$ cat src/design/sqc_pkg.sv
`timescale 1ns / 1ps

package sqc_pkg;

   // Default width of the running cycle total.
   localparam int unsigned CYCLE_BITS_DEFAULT = 64;

   // Register file layout.
   localparam int unsigned REG_COUNT    = 6;
   localparam int unsigned REG_IDX_BITS = 3;

   localparam logic [REG_IDX_BITS-1:0] REG_SWEEP   = 3'd0;
   localparam logic [REG_IDX_BITS-1:0] REG_LENGTH  = 3'd1;
   localparam logic [REG_IDX_BITS-1:0] REG_ENVELOPE = 3'd2;
   localparam logic [REG_IDX_BITS-1:0] REG_FREQ_LO = 3'd3;
   localparam logic [REG_IDX_BITS-1:0] REG_FREQ_HI = 3'd4;
   localparam logic [REG_IDX_BITS-1:0] REG_STATUS  = 3'd5;

   // Timing units. Every period is a whole number of length frames.
   localparam int unsigned FRAME_CYCLES  = 4194304 / 256;
   localparam int unsigned FRAME_SHIFT   = $clog2(FRAME_CYCLES);
   localparam int unsigned SWEEP_FRAMES  = (4194304 / 128) / FRAME_CYCLES;
   localparam int unsigned ENV_FRAMES    = (4194304 / 64) / FRAME_CYCLES;
   localparam int unsigned FREQ_LIMIT    = 2048;

   // The frame count is kept modulo a number that every sweep period
   // (2..14 frames) and every envelope period (4..28 frames) divides.
   localparam int unsigned RESIDUE_MOD  = 420 * ENV_FRAMES;
   localparam int unsigned RES_BITS     = $clog2(RESIDUE_MOD);

   // Divisor width for the shared remainder unit (largest period is 28 frames).
   localparam int unsigned DIV_BITS     = $clog2(7 * ENV_FRAMES + 1);

   // Frames added by one advance: at most four.
   localparam int unsigned STEP_BITS    = 3;

   typedef enum logic [1:0] {
      CMD_ADVANCE = 2'd0,
      CMD_WRITE   = 2'd1,
      CMD_READ    = 2'd2
   } sqc_cmd_type;

   // Fields of the register file that the sequencer and the outputs look at.
   typedef struct packed {
      logic        run;
      logic [2:0]  sweep_pace;
      logic [2:0]  sweep_exp;
      logic [2:0]  env_length;
      logic [3:0]  volume;
      logic [10:0] frequency;
      logic        status_on;
   } sqc_view_type;

   // Which units act on the current advance.
   typedef struct packed {
      logic sweep;
      logic length;
      logic envelope;
   } sqc_hits_type;

   // Frame count residue of 2^(bits - FRAME_SHIFT), the amount that leaves
   // the frame count when the cycle total wraps. Used at elaboration only.
   function automatic int unsigned wrap_residue(input int unsigned bits);
      int unsigned r;
      r = 1;
      for (int unsigned i = 0; i < bits - FRAME_SHIFT; i++) begin
         r = r * 2;
         if (r >= RESIDUE_MOD) begin
            r = r - RESIDUE_MOD;
         end
      end
      return r;
   endfunction

endpackage

$ cat src/design/sqc_channels.sv
`timescale 1ns / 1ps

// Request channel: one word per command.
interface sqc_req_if;
   logic        valid;
   logic        ready;
   logic [1:0]  command;
   logic [2:0]  reg_index;
   logic [7:0]  write_data;
   logic [15:0] cycles;

   modport source (output valid, command, reg_index, write_data, cycles, input ready);
   modport sink   (input valid, command, reg_index, write_data, cycles, output ready);
endinterface

// Response channel: one word per command.
interface sqc_rsp_if;
   logic        valid;
   logic        ready;
   logic [7:0]  read_data;
   logic        channel_running;
   logic [3:0]  volume;
   logic [10:0] frequency;
   logic        status_on;

   modport source (output valid, read_data, channel_running, volume, frequency, status_on,
                   input ready);
   modport sink   (input valid, read_data, channel_running, volume, frequency, status_on,
                   output ready);
endinterface

$ cat src/design/square_channel_sweep_length_envelope_unit.sv
`timescale 1ns / 1ps

// Channel   Dir  Handshake    Payload
// req_ch    in   valid/ready  command, reg_index, write_data, cycles
// rsp_ch    out  valid/ready  read_data, channel_running, volume, frequency, status_on
//
// Writes, reads and advances with the run bit clear do not use the remainder unit.
// An advance while running uses the shared remainder unit twice, 11 bit
// steps each, once for the sweep period and once for the envelope.
// Reset is synchronous; all registers and the cycle total read as zero after it.
// A result waits in the output register while the next word is taken in;
// the next result is held back until that register is free.
module square_channel_sweep_length_envelope_unit
   import sqc_pkg::*;
#(
   parameter int unsigned CYCLE_COUNTER_BITS = CYCLE_BITS_DEFAULT
)
(
   input  logic          clock,
   input  logic          reset,
   sqc_req_if.sink       req_ch,
   sqc_rsp_if.source     rsp_ch
);

   typedef enum logic [4:0] {
      ST_IDLE  = 5'b00001,
      ST_START = 5'b00010,
      ST_SWEEP = 5'b00100,
      ST_ENV   = 5'b01000,
      ST_DONE  = 5'b10000
   } sqc_state_type;

   sqc_state_type state_ff, state_in;

   logic [1:0]              cmd_ff, cmd_in;
   logic [REG_IDX_BITS-1:0] index_ff, index_in;
   logic [7:0]              data_ff, data_in;
   logic [15:0]             cycles_ff, cycles_in;
   logic                    sweep_hit_ff, sweep_hit_in;

   logic                    out_valid_ff, out_valid_in;
   logic [7:0]              out_read_ff, out_read_in;
   sqc_view_type            out_view_ff, out_view_in;

   logic                    accept;
   logic                    out_load;

   logic                    unit_start;
   logic [DIV_BITS-1:0]     unit_divisor;
   logic                    unit_done;
   logic                    unit_crossed;

   logic [RES_BITS-1:0]     residue;
   logic [STEP_BITS-1:0]    step;
   logic                    wrap;
   logic                    tb_clear;
   logic                    tb_update;

   logic                    reg_wr;
   logic                    reg_apply;
   sqc_hits_type            hits;
   logic [7:0]              rd_data;
   sqc_view_type            view;

   logic [DIV_BITS-1:0]     sweep_div;
   logic [DIV_BITS-1:0]     env_div;
   logic                    sweep_en;
   logic                    env_en;

   assign accept = req_ch.valid && req_ch.ready;

   // Periods in frames for the two variable units.
   assign sweep_div = DIV_BITS'(view.sweep_pace) * DIV_BITS'(SWEEP_FRAMES);
   assign env_div   = DIV_BITS'(view.env_length) * DIV_BITS'(ENV_FRAMES);
   assign sweep_en  = (view.sweep_pace != 3'd0) && (view.sweep_exp != 3'd0);
   assign env_en    = (view.env_length != 3'd0);

   // Sequencer.
   always_comb begin
      state_in     = state_ff;
      cmd_in       = cmd_ff;
      index_in     = index_ff;
      data_in      = data_ff;
      cycles_in    = cycles_ff;
      sweep_hit_in = sweep_hit_ff;
      unit_start   = 1'b0;
      unit_divisor = sweep_div;
      tb_clear     = 1'b0;
      tb_update    = 1'b0;
      reg_wr       = 1'b0;
      reg_apply    = 1'b0;
      hits         = '0;
      out_load     = 1'b0;
      unique case (state_ff)
         ST_IDLE: begin
            if (accept) begin
               cmd_in    = req_ch.command;
               index_in  = req_ch.reg_index;
               data_in   = req_ch.write_data;
               cycles_in = req_ch.cycles;
               state_in  = ST_START;
            end
         end
         ST_START: begin
            state_in = ST_DONE;
            if (cmd_ff == CMD_ADVANCE) begin
               if (view.run) begin
                  unit_start = 1'b1;
                  state_in   = ST_SWEEP;
               end else begin
                  tb_clear = 1'b1;
               end
            end else if (cmd_ff == CMD_WRITE) begin
               reg_wr = 1'b1;
            end
         end
         ST_SWEEP: begin
            if (unit_done) begin
               sweep_hit_in = sweep_en && unit_crossed && !wrap;
               unit_start   = 1'b1;
               unit_divisor = env_div;
               state_in     = ST_ENV;
            end
         end
         ST_ENV: begin
            unit_divisor = env_div;
            if (unit_done) begin
               hits.sweep    = sweep_hit_ff;
               hits.length   = (step != '0) && !wrap;
               hits.envelope = env_en && unit_crossed && !wrap;
               reg_apply     = 1'b1;
               tb_update     = 1'b1;
               state_in      = ST_DONE;
            end
         end
         ST_DONE: begin
            if (!out_valid_ff || rsp_ch.ready) begin
               out_load = 1'b1;
               state_in = ST_IDLE;
            end
         end
         default: begin
            state_in = ST_IDLE;
         end
      endcase
   end

   // Output register.
   always_comb begin
      out_read_in  = out_read_ff;
      out_view_in  = out_view_ff;
      out_valid_in = out_valid_ff && !rsp_ch.ready;
      if (out_load) begin
         out_valid_in = 1'b1;
         out_read_in  = (cmd_ff == CMD_READ) ? rd_data : 8'h00;
         out_view_in  = view;
      end
   end

   always_ff @(posedge clock) begin
      if (reset) begin
         state_ff     <= ST_IDLE;
         out_valid_ff <= 1'b0;
      end else begin
         state_ff     <= state_in;
         out_valid_ff <= out_valid_in;
      end
      cmd_ff       <= cmd_in;
      index_ff     <= index_in;
      data_ff      <= data_in;
      cycles_ff    <= cycles_in;
      sweep_hit_ff <= sweep_hit_in;
      out_read_ff  <= out_read_in;
      out_view_ff  <= out_view_in;
   end

   sqc_rem_unit u_rem (
      .clock    (clock),
      .reset    (reset),
      .start    (unit_start),
      .dividend (residue),
      .divisor  (unit_divisor),
      .addend   (step),
      .done     (unit_done),
      .crossed  (unit_crossed)
   );

   sqc_timebase #(
      .CYCLE_COUNTER_BITS (CYCLE_COUNTER_BITS)
   ) u_timebase (
      .clock   (clock),
      .reset   (reset),
      .cycles  (cycles_ff),
      .clear   (tb_clear),
      .update  (tb_update),
      .residue (residue),
      .step    (step),
      .wrap    (wrap)
   );

   sqc_regfile u_regs (
      .clock   (clock),
      .reset   (reset),
      .wr_en   (reg_wr),
      .index   (index_ff),
      .wr_data (data_ff),
      .apply   (reg_apply),
      .hits    (hits),
      .rd_data (rd_data),
      .view    (view)
   );

   assign req_ch.ready           = (state_ff == ST_IDLE);
   assign rsp_ch.valid           = out_valid_ff;
   assign rsp_ch.read_data       = out_read_ff;
   assign rsp_ch.channel_running = out_view_ff.run;
   assign rsp_ch.volume          = out_view_ff.volume;
   assign rsp_ch.frequency       = out_view_ff.frequency;
   assign rsp_ch.status_on       = out_view_ff.status_on;

endmodule

$ cat src/design/sqc_rem_unit.sv
`timescale 1ns / 1ps

// Shared restoring remainder unit. It takes the frame residue apart one bit
// a cycle against a period, then tells whether adding the frame step to that
// remainder reaches the period, i.e. whether a period boundary is crossed.
module sqc_rem_unit
   import sqc_pkg::*;
(
   input  logic                  clock,
   input  logic                  reset,
   input  logic                  start,
   input  logic [RES_BITS-1:0]   dividend,
   input  logic [DIV_BITS-1:0]   divisor,
   input  logic [STEP_BITS-1:0]  addend,
   output logic                  done,
   output logic                  crossed
);

   localparam int unsigned CNT_BITS = $clog2(RES_BITS);
   localparam logic [CNT_BITS-1:0] LAST_STEP = CNT_BITS'(RES_BITS - 1);

   logic                 running_ff, running_in;
   logic                 done_ff, done_in;
   logic [CNT_BITS-1:0]  count_ff, count_in;
   logic [RES_BITS-1:0]  dvd_ff, dvd_in;
   logic [DIV_BITS-1:0]  rem_ff, rem_in;
   logic [DIV_BITS-1:0]  divisor_ff, divisor_in;
   logic [STEP_BITS-1:0] addend_ff, addend_in;

   logic [DIV_BITS:0]    trial;
   logic [DIV_BITS:0]    diff;
   logic [DIV_BITS:0]    reach;

   // One restoring step: shift in the next dividend bit, subtract if it fits.
   always_comb begin
      trial      = {rem_ff, dvd_ff[RES_BITS-1]};
      diff       = trial - {1'b0, divisor_ff};
      running_in = running_ff;
      done_in    = 1'b0;
      count_in   = count_ff;
      dvd_in     = dvd_ff;
      rem_in     = rem_ff;
      divisor_in = divisor_ff;
      addend_in  = addend_ff;
      if (start) begin
         running_in = 1'b1;
         count_in   = '0;
         dvd_in     = dividend;
         rem_in     = '0;
         divisor_in = divisor;
         addend_in  = addend;
      end else if (running_ff) begin
         rem_in   = (trial >= {1'b0, divisor_ff}) ? diff[DIV_BITS-1:0] : trial[DIV_BITS-1:0];
         dvd_in   = {dvd_ff[RES_BITS-2:0], 1'b0};
         count_in = count_ff + 1'b1;
         if (count_ff == LAST_STEP) begin
            running_in = 1'b0;
            done_in    = 1'b1;
         end
      end
   end

   always_ff @(posedge clock) begin
      if (reset) begin
         running_ff <= 1'b0;
         done_ff    <= 1'b0;
         count_ff   <= '0;
      end else begin
         running_ff <= running_in;
         done_ff    <= done_in;
         count_ff   <= count_in;
      end
      dvd_ff     <= dvd_in;
      rem_ff     <= rem_in;
      divisor_ff <= divisor_in;
      addend_ff  <= addend_in;
   end

   // A boundary is crossed when remainder plus step reaches the period.
   assign reach   = {1'b0, rem_ff} + (DIV_BITS + 1)'(addend_ff);
   assign crossed = (reach >= {1'b0, divisor_ff});
   assign done    = done_ff;

endmodule

$ cat src/design/sqc_timebase.sv
`timescale 1ns / 1ps

// Running cycle total and the frame count residue kept beside it.
module sqc_timebase
   import sqc_pkg::*;
#(
   parameter int unsigned CYCLE_COUNTER_BITS = CYCLE_BITS_DEFAULT
)
(
   input  logic                  clock,
   input  logic                  reset,
   input  logic [15:0]           cycles,
   input  logic                  clear,
   input  logic                  update,
   output logic [RES_BITS-1:0]   residue,
   output logic [STEP_BITS-1:0]  step,
   output logic                  wrap
);

   localparam int unsigned N      = CYCLE_COUNTER_BITS;
   localparam int unsigned RES_W  = RES_BITS + 1;
   localparam int unsigned WRAP_C = wrap_residue(CYCLE_COUNTER_BITS);
   localparam int unsigned WRAP_K = (WRAP_C == 0) ? 0 : RESIDUE_MOD - WRAP_C;
   localparam logic [RES_W-1:0] MOD_W = RES_W'(RESIDUE_MOD);

   logic [N-1:0]            total_ff, total_in;
   logic [RES_BITS-1:0]     residue_ff, residue_in;

   logic [N:0]              sum;
   logic [FRAME_SHIFT+2:0]  frac_sum;
   logic [RES_W-1:0]        r1, r1m, r2, r2m;

   // Wide add of the advance, and the carry out of the frame fraction.
   assign sum      = {1'b0, total_ff} + (N + 1)'(cycles);
   assign frac_sum = {3'b000, total_ff[FRAME_SHIFT-1:0]} + (FRAME_SHIFT + 3)'(cycles);
   assign step     = frac_sum[FRAME_SHIFT+2:FRAME_SHIFT];
   assign wrap     = sum[N];

   // Residue update: add the frames, and on a wrap take out what left the total.
   always_comb begin
      r1  = {1'b0, residue_ff} + RES_W'(step);
      r1m = (r1 >= MOD_W) ? r1 - MOD_W : r1;
      r2  = r1m + (wrap ? RES_W'(WRAP_K) : '0);
      r2m = (r2 >= MOD_W) ? r2 - MOD_W : r2;
      total_in   = total_ff;
      residue_in = residue_ff;
      if (clear) begin
         total_in   = '0;
         residue_in = '0;
      end else if (update) begin
         total_in   = sum[N-1:0];
         residue_in = r2m[RES_BITS-1:0];
      end
   end

   always_ff @(posedge clock) begin
      if (reset) begin
         total_ff   <= '0;
         residue_ff <= '0;
      end else begin
         total_ff   <= total_in;
         residue_ff <= residue_in;
      end
   end

   assign residue = residue_ff;

endmodule

$ cat src/design/sqc_regfile.sv
`timescale 1ns / 1ps

// The six channel registers with the sweep, length and envelope updates.
module sqc_regfile
   import sqc_pkg::*;
(
   input  logic                     clock,
   input  logic                     reset,
   input  logic                     wr_en,
   input  logic [REG_IDX_BITS-1:0]  index,
   input  logic [7:0]               wr_data,
   input  logic                     apply,
   input  sqc_hits_type             hits,
   output logic [7:0]               rd_data,
   output sqc_view_type             view
);

   logic [7:0]  regs_ff [REG_COUNT];
   logic [7:0]  regs_in [REG_COUNT];

   logic [10:0] freq;
   logic [10:0] delta;
   logic [11:0] sweep_sum;
   logic [5:0]  len;
   logic [3:0]  vol;
   logic        env_up;

   assign freq   = {regs_ff[REG_FREQ_HI][2:0], regs_ff[REG_FREQ_LO]};
   assign delta  = freq >> regs_ff[REG_SWEEP][2:0];
   assign len    = regs_ff[REG_LENGTH][5:0];
   assign vol    = regs_ff[REG_ENVELOPE][7:4];
   assign env_up = regs_ff[REG_ENVELOPE][3];

   // Sweep moves the frequency down when the decrease bit is set.
   assign sweep_sum = regs_ff[REG_SWEEP][3] ? {1'b0, freq} - {1'b0, delta}
                                            : {1'b0, freq} + {1'b0, delta};

   always_comb begin
      regs_in = regs_ff;
      if (wr_en && (index < REG_IDX_BITS'(REG_COUNT))) begin
         regs_in[index] = wr_data;
      end
      if (apply) begin
         // Sweep: overflow past the limit stops the channel.
         if (hits.sweep) begin
            if (sweep_sum >= 12'(FREQ_LIMIT)) begin
               regs_in[REG_FREQ_HI][7] = 1'b0;
            end else begin
               regs_in[REG_FREQ_HI][2:0] = sweep_sum[10:8];
               regs_in[REG_FREQ_LO]      = sweep_sum[7:0];
            end
         end
         // Length: count down, and drop the status bit on reaching zero with length enabled.
         if (hits.length && (len != '0)) begin
            regs_in[REG_LENGTH][5:0] = len - 1'b1;
            if (regs_ff[REG_FREQ_HI][6] && (len == 6'd1)) begin
               regs_in[REG_STATUS][0] = 1'b0;
            end
         end
         // Envelope: one volume step within the nibble range.
         if (hits.envelope) begin
            if (!env_up && (vol != 4'd0)) begin
               regs_in[REG_ENVELOPE][7:4] = vol - 1'b1;
            end else if (env_up && (vol != 4'd15)) begin
               regs_in[REG_ENVELOPE][7:4] = vol + 1'b1;
            end
         end
      end
   end

   always_ff @(posedge clock) begin
      if (reset) begin
         for (int i = 0; i < REG_COUNT; i++) begin
            regs_ff[i] <= '0;
         end
      end else begin
         regs_ff <= regs_in;
      end
   end

   assign rd_data = (index < REG_IDX_BITS'(REG_COUNT)) ? regs_ff[index] : 8'h00;

   assign view.run         = regs_ff[REG_FREQ_HI][7];
   assign view.sweep_pace  = regs_ff[REG_SWEEP][6:4];
   assign view.sweep_exp   = regs_ff[REG_SWEEP][2:0];
   assign view.env_length  = regs_ff[REG_ENVELOPE][2:0];
   assign view.volume      = vol;
   assign view.frequency   = freq;
   assign view.status_on   = regs_ff[REG_STATUS][0];

endmodule

$ cat src/flat_wrapper.sv
// flat-port wrapper written by rule: the top's interface ports become plain ports
module square_channel_sweep_length_envelope_unit_flat import sqc_pkg::*;
#(
   parameter int unsigned CYCLE_COUNTER_BITS = CYCLE_BITS_DEFAULT
)
  (clock, reset, req_ch_valid, req_ch_command, req_ch_reg_index, req_ch_write_data, req_ch_cycles, req_ch_ready, rsp_ch_valid, rsp_ch_read_data, rsp_ch_channel_running, rsp_ch_volume, rsp_ch_frequency, rsp_ch_status_on, rsp_ch_ready);
  sqc_req_if req_ch_i ();
  sqc_rsp_if rsp_ch_i ();
  input  logic clock;
  input  logic reset;
  input wire logic [$bits(req_ch_i.valid)-1:0] req_ch_valid;
  input wire logic [$bits(req_ch_i.command)-1:0] req_ch_command;
  input wire logic [$bits(req_ch_i.reg_index)-1:0] req_ch_reg_index;
  input wire logic [$bits(req_ch_i.write_data)-1:0] req_ch_write_data;
  input wire logic [$bits(req_ch_i.cycles)-1:0] req_ch_cycles;
  output wire logic [$bits(req_ch_i.ready)-1:0] req_ch_ready;
  output wire logic [$bits(rsp_ch_i.valid)-1:0] rsp_ch_valid;
  output wire logic [$bits(rsp_ch_i.read_data)-1:0] rsp_ch_read_data;
  output wire logic [$bits(rsp_ch_i.channel_running)-1:0] rsp_ch_channel_running;
  output wire logic [$bits(rsp_ch_i.volume)-1:0] rsp_ch_volume;
  output wire logic [$bits(rsp_ch_i.frequency)-1:0] rsp_ch_frequency;
  output wire logic [$bits(rsp_ch_i.status_on)-1:0] rsp_ch_status_on;
  input wire logic [$bits(rsp_ch_i.ready)-1:0] rsp_ch_ready;
  assign req_ch_i.valid = req_ch_valid;
  assign req_ch_i.command = req_ch_command;
  assign req_ch_i.reg_index = req_ch_reg_index;
  assign req_ch_i.write_data = req_ch_write_data;
  assign req_ch_i.cycles = req_ch_cycles;
  assign req_ch_ready = req_ch_i.ready;
  assign rsp_ch_valid = rsp_ch_i.valid;
  assign rsp_ch_read_data = rsp_ch_i.read_data;
  assign rsp_ch_channel_running = rsp_ch_i.channel_running;
  assign rsp_ch_volume = rsp_ch_i.volume;
  assign rsp_ch_frequency = rsp_ch_i.frequency;
  assign rsp_ch_status_on = rsp_ch_i.status_on;
  assign rsp_ch_i.ready = rsp_ch_ready;
  square_channel_sweep_length_envelope_unit #(.CYCLE_COUNTER_BITS(CYCLE_COUNTER_BITS)) u_core (.clock(clock), .reset(reset), .req_ch(req_ch_i), .rsp_ch(rsp_ch_i));
endmodule
$ cat config.mk
export PLATFORM = sky130hd
export DESIGN_NAME = square_channel_sweep_length_envelope_unit_flat
export DESIGN_NICKNAME = d
export VERILOG_FILES = /design/src/design/sqc_pkg.sv /design/src/design/sqc_channels.sv /design/src/design/square_channel_sweep_length_envelope_unit.sv /design/src/design/sqc_rem_unit.sv /design/src/design/sqc_timebase.sv /design/src/design/sqc_regfile.sv /design/src/flat_wrapper.sv
export SDC_FILE = /design/constraint.sdc
export NUM_CORES = 1
export LEC_CHECK = 0
export ABC_AREA = 0
export CAP_MARGIN = 10
export CORE_ASPECT_RATIO = 2
export CORE_MARGIN = 4
export CORE_UTILIZATION = 40
export CTS_BUF_LIST = sky130_fd_sc_hd__clkbuf_16
export CTS_CLUSTER_SIZE = 14
export DETAILED_ROUTE_END_ITERATION = 6
export DONT_BUFFER_PORTS = 1
export PLACE_DENSITY = 0.51
export SKIP_LAST_GASP = 1
export SLEW_MARGIN = 20
export SYNTH_ARGS = -nofsm -noshare
export SYNTH_HDL_FRONTEND = slang
export SYNTH_HIERARCHICAL = 1
export SYNTH_SLANG_ARGS = --single-unit
$ cat constraint.sdc
create_clock -name clock -period 19.1 [get_ports clock]
set_clock_uncertainty 0.15 [all_clocks]
set_input_delay 1.91 -clock clock [delete_from_list [all_inputs] [get_ports clock]]
set_output_delay 1.91 -clock clock [all_outputs]
set_load 0.01 [all_outputs]
==> impl_results.md <==
* Terminus of the critical flop-to-flop path: u_core/u_timebase/residue[8]$_SDFFE_PP0P_
* Register area share after synthesis at 0.384
* Hold path start: u_core/u_regs/regs_ff[4]$_SDFFE_PP0P_
* Total CTS buffers at 22
* Syn Inst Count at 1434
* # IOs at 60
* Antenna-violating nets left at 0
* Pins Over Slew Limit at 0
* Root Driver: clkbuf_16
* Drt pass-1 iters at 5
* H-tree Lvls at 1
* Post-CTS Setup Bufs at 0
* Sequential share of power at 0.514
* Worst hold path endpoint: u_core/u_regs/regs_ff[4]$_SDFFE_PP0P_
* EDFF count, synth at between 70 and 80
* Die extent in x at 136 um
* CTS Sinks at 214
* FF+latch count, synth at 214
* Clock share of power at 0.426
* Synth unique cells at 98
* Initial Util at 0.406
* CP arrival at 9100 ps
* Worst setup SP type: flop
* WP buf/inv at 2
* Worst skew pair latency at 540 ps
* CTS Buffer Depth at 3
* Top FF cell, synth: dfxtp_1
* Clk slew on worst S/H paths at 70 ps
* Register area at 5020 um^2
* Worst hold path depth at 2
* Fmax at 113 MHz
* Post-Route WL at 37.1 mm
* Final period utilization at 0.462
* Pwr dens at 69.4 nW/um^2
* Maximum VDD drop at 66.6 uV
* MaxCap Viol Count at 0
* Leakage Power at roughly 0.005 uW
* Synth Net Count at 1531
* Worst Path Max Fanout at 8
* RSZ-0062 raised after global routing: no
* Post-synthesis adder-cell area fraction at 0.0641
* DRC at 0
* Worst reg-to-reg setup slack at 10280 ps
* XOR/XNOR Fraction of Synth Area at 0.0576
* Worst Tran Pin Value at 1190 ps
* WL per Instance at 20.4 um
* Syn_area_per_cell at between 9 and 10 um^2
* Post_cts resized at 0
* CP required at roughly 19000 ps
* Utilization after layout at 0.430
* CP peak stage delay at between 700 and 800 ps
* Async set-reset flop share out of synthesis at 0
* Post-place setup slack at 10290 ps
* Layout area overhead at 5.95%
* Compound-Gate Fraction of Synth Area at 0.164
* Int Power at 726 uW
* Share of post-route cells with drive strength above 1 at 0.0793
* Post-synthesis simple-gate area fraction at 0.207
* Initial antenna violation count at 2
* Drt via density at 5.73
* Die Area at 35800 um^2
* Sw power at 236 uW
* Largest net degree at the start of global routing at slightly above 70
* Min-Delay Path Class: flop to flop
* Worst R2R Path Depth at 31
* Comb pwr share at 0.060
* Post-synthesis mux area share at 0.0676
* Slew margin rel. at 0.205
* Top delay family on crit path: compound AO/OA/AOI/OAI gates
* Fin. Hold Viols at 0
* Total track usage at 0.205
* Filler cells at between 3k and 4k
* Sw frac at 0.245
* Cell Area, Synth at 13100 um^2
* Final setup fails at 0
* Multi-input logic area at 7350 um^2
* Routability cong. at between 0.9 and 1
* Die Y at 264 um
* Detailed-route via count at 10.4k
* Post-layout min period at between 8000 and 9000 ps
* Core area at ~32000 um^2
* Synth warn at 6
* Status: finished, final reports clean
* NumNets Final at between 1k and 1.5k
* Largest family of logic cells by synthesized area: simple AND/OR/NAND/NOR gates
* Setup TNS Final at 0 ps
* I/O Buffers at 0
* Placed cells at roughly 1.8k
* Final setup margin at 10280 ps
* Setup CP Type: flop to flop
* Iter 0 DRT Violations at 521
* R2R Path Start: u_core/cycles_ff[0]$_DFFE_PP_
* Vias in the first global route at approximately 10k
* First-pass GRT wire length at about 58 mm
* Min Hold Slack at 304 ps
* DP HPWL at between 20 and 30 mm
* Rows at 93
* Post-route insts no fill at 1816
* Hold-fix buffers, CTS at 0
* Slowest-stage cell, CP: a222oi_1
* CTS tree: yes
* GR Overflow Total at 0
* Worst Setup SP: u_core/cycles_ff[0]$_DFFE_PP_
* Crit path capture type: flop
-- synth_stat cells (all sizes together), types with 6 or more instances --
cell / number / area, um^2
nor2: 153 / 577
dfxtp: 140 / 2800
nand2: 127 / 479
a21oi: 103 / 519
edfxtp: 74 / 2220
ha: 59 / 738
inv: 50 / 188
clkbuf: 49 / 184
buf: 48 / 343
mux2i: 48 / 493
xor2: 46 / 403
nand3: 43 / 215
xnor2: 40 / 350
o21ai: 33 / 169
nor3: 30 / 150
and3: 24 / 153
mux2: 24 / 278
nand4: 24 / 150
and2: 23 / 144
o31ai: 20 / 150
a211oi: 18 / 173
or4: 17 / 131
nor4: 16 / 100
nor2b: 15 / 101
nand2b: 13 / 81.3
a31oi: 12 / 75.1
or3: 12 / 80.1
a21o: 10 / 76.3
o211ai: 10 / 80.1
o21a: 9 / 67.6
o21bai: 9 / 67.6
nor4b: 8 / 70.1
o41ai: 8 / 77.6
o311ai: 7 / 61.3
o31a: 7 / 61.3
nand3b: 6 / 45.0
o221ai: 6 / 52.6
-- layer usage --
metal / wire, um / vias to the layer above / global-route usage / part of all wire
met3: 1200 / 82 / 0.0244 / 0.032
met4: 1380 / 2 / 0.0791 / 0.037
met1: 13100 / 5015 / 0.206 / 0.35
met5: 8 / - / 0 / 0.00022
li1: - / 5094 / - / -
met2: 21400 / 215 / 0.412 / 0.58
-- layout by cell type (no fill, tap or decap), types with 6 or more instances in the layout --
master / Yosys / routed
dfxtp_1: 140 / 140
a21oi_1: 102 / 102
o311ai_0: 7 / 7
o31ai_1: 20 / 19
nor2_1: 152 / 152
and2_1: 23 / 22
a21o_1: 9 / 9
nand3_1: 43 / 43
nand2_1: 126 / 126
nor4b_1: 8 / 7
o31a_1: 7 / 7
mux2i_1: 47 / 47
o41ai_1: 7 / 7
xor2_1: 46 / 46
clkbuf_16: 0 / 22
inv_1: 50 / 57
o221ai_1: 6 / 6
edfxtp_1: 74 / 74
and3_1: 22 / 22
nor2b_1: 14 / 13
nand3b_1: 6 / 6
or4_1: 16 / 16
nand4_1: 24 / 24
or3_1: 11 / 11
nor4_1: 16 / 16
xnor2_1: 40 / 40
a31oi_1: 12 / 12
nor3_1: 30 / 30
a211oi_1: 12 / 12
buf_4: 31 / 11
mux2_2: 21 / 21
o21bai_1: 9 / 9
o21a_1: 9 / 9
nand2b_1: 13 / 13
o211ai_1: 9 / 9
ha_1: 59 / 59
o21ai_0: 30 / 30
-- through the flow --
step / power [uW] / cell area, um^2
floorplan: 544 / 13100
global placement: 562 / 13200
detailed placement: 562 / 13200
CTS: 980 / 13800
global route: 1000 / 13800
finish: 961 / 13900
-- power groups by stage --
stage | logic, uW | clock network, uW | registers [uW]
after floorplan | 49.7 | 0 | 495
after global placement | 57.7 | 0 | 504
after detailed placement | 58.6 | 0 | 504
after CTS | 58.9 | 428 | 494
after global routing | 65.2 | 441 | 494
final | 57.9 | 410 | 494
-- registers in the layout (all words and copies together) (netlist names), 2 cells and up --
name / cells
u_core/cmd_ff: 2
u_core/u_rem/rem_ff: 5
u_core/u_regs/view: 26
u_core/u_timebase/residue: 11
u_core/u_rem/dvd_ff: 11
u_core/rsp_ch.volume: 4
u_core/data_ff: 8
u_core/cycles_ff: 16
u_core/rsp_ch.frequency: 11
u_core/u_rem/divisor_ff: 5
u_core/rsp_ch.read_data: 8
u_core/u_rem/addend_ff: 3
u_core/u_regs/len: 6
u_core/u_rem/count_ff: 4
u_core/u_timebase/total_ff: 64
u_core/u_regs/regs_ff: 15
u_core/state_ff: 5
u_core/index_ff: 3
-- worst max path at each step --
stage                     cells after the start  slack, ps                                   endpoint
after floorplan                              32      11750  u_core/u_timebase/residue[8]$_SDFFE_PP0P_
after global placement                       31      10440  u_core/u_timebase/residue[8]$_SDFFE_PP0P_
after detailed placement                     31      10290  u_core/u_timebase/residue[8]$_SDFFE_PP0P_
after CTS                                    31      10310  u_core/u_timebase/residue[8]$_SDFFE_PP0P_
after global routing                         31       9650  u_core/u_timebase/residue[9]$_SDFFE_PP0P_
final                                        31      10280  u_core/u_timebase/residue[8]$_SDFFE_PP0P_
-- layout make-up --
cell class / instances / share of cell area
tap: 427 / 0.0386
multi-input combinational: 1072 / 0.531
clock buffer: 22 / 0.0397
antenna: 1 / 0.000181
clock inverter: 18 / 0.00813
sequential: 214 / 0.363
inverter: 51 / 0.0138
timing repair buffer: 11 / 0.00596
-- worst min-delay path: cells and delay by family (launching register included) --
family / cells / cell delay (ps)
AO/OA/AOI/OAI: 1 / 50
flip-flops: 1 / 310
AND/OR/NAND/NOR: 1 / 50
-- cells by family after synthesis --
kind of cell / count (synthesis)
adder cells (fa/ha/maj): 64
AO/OA/AOI/OAI: 307
AND/OR/NAND/NOR: 537
flip-flops: 214
buffers and inverters: 148
multiplexers: 77
other: 1
XOR/XNOR: 86
(Power assumes the default switching activity.)
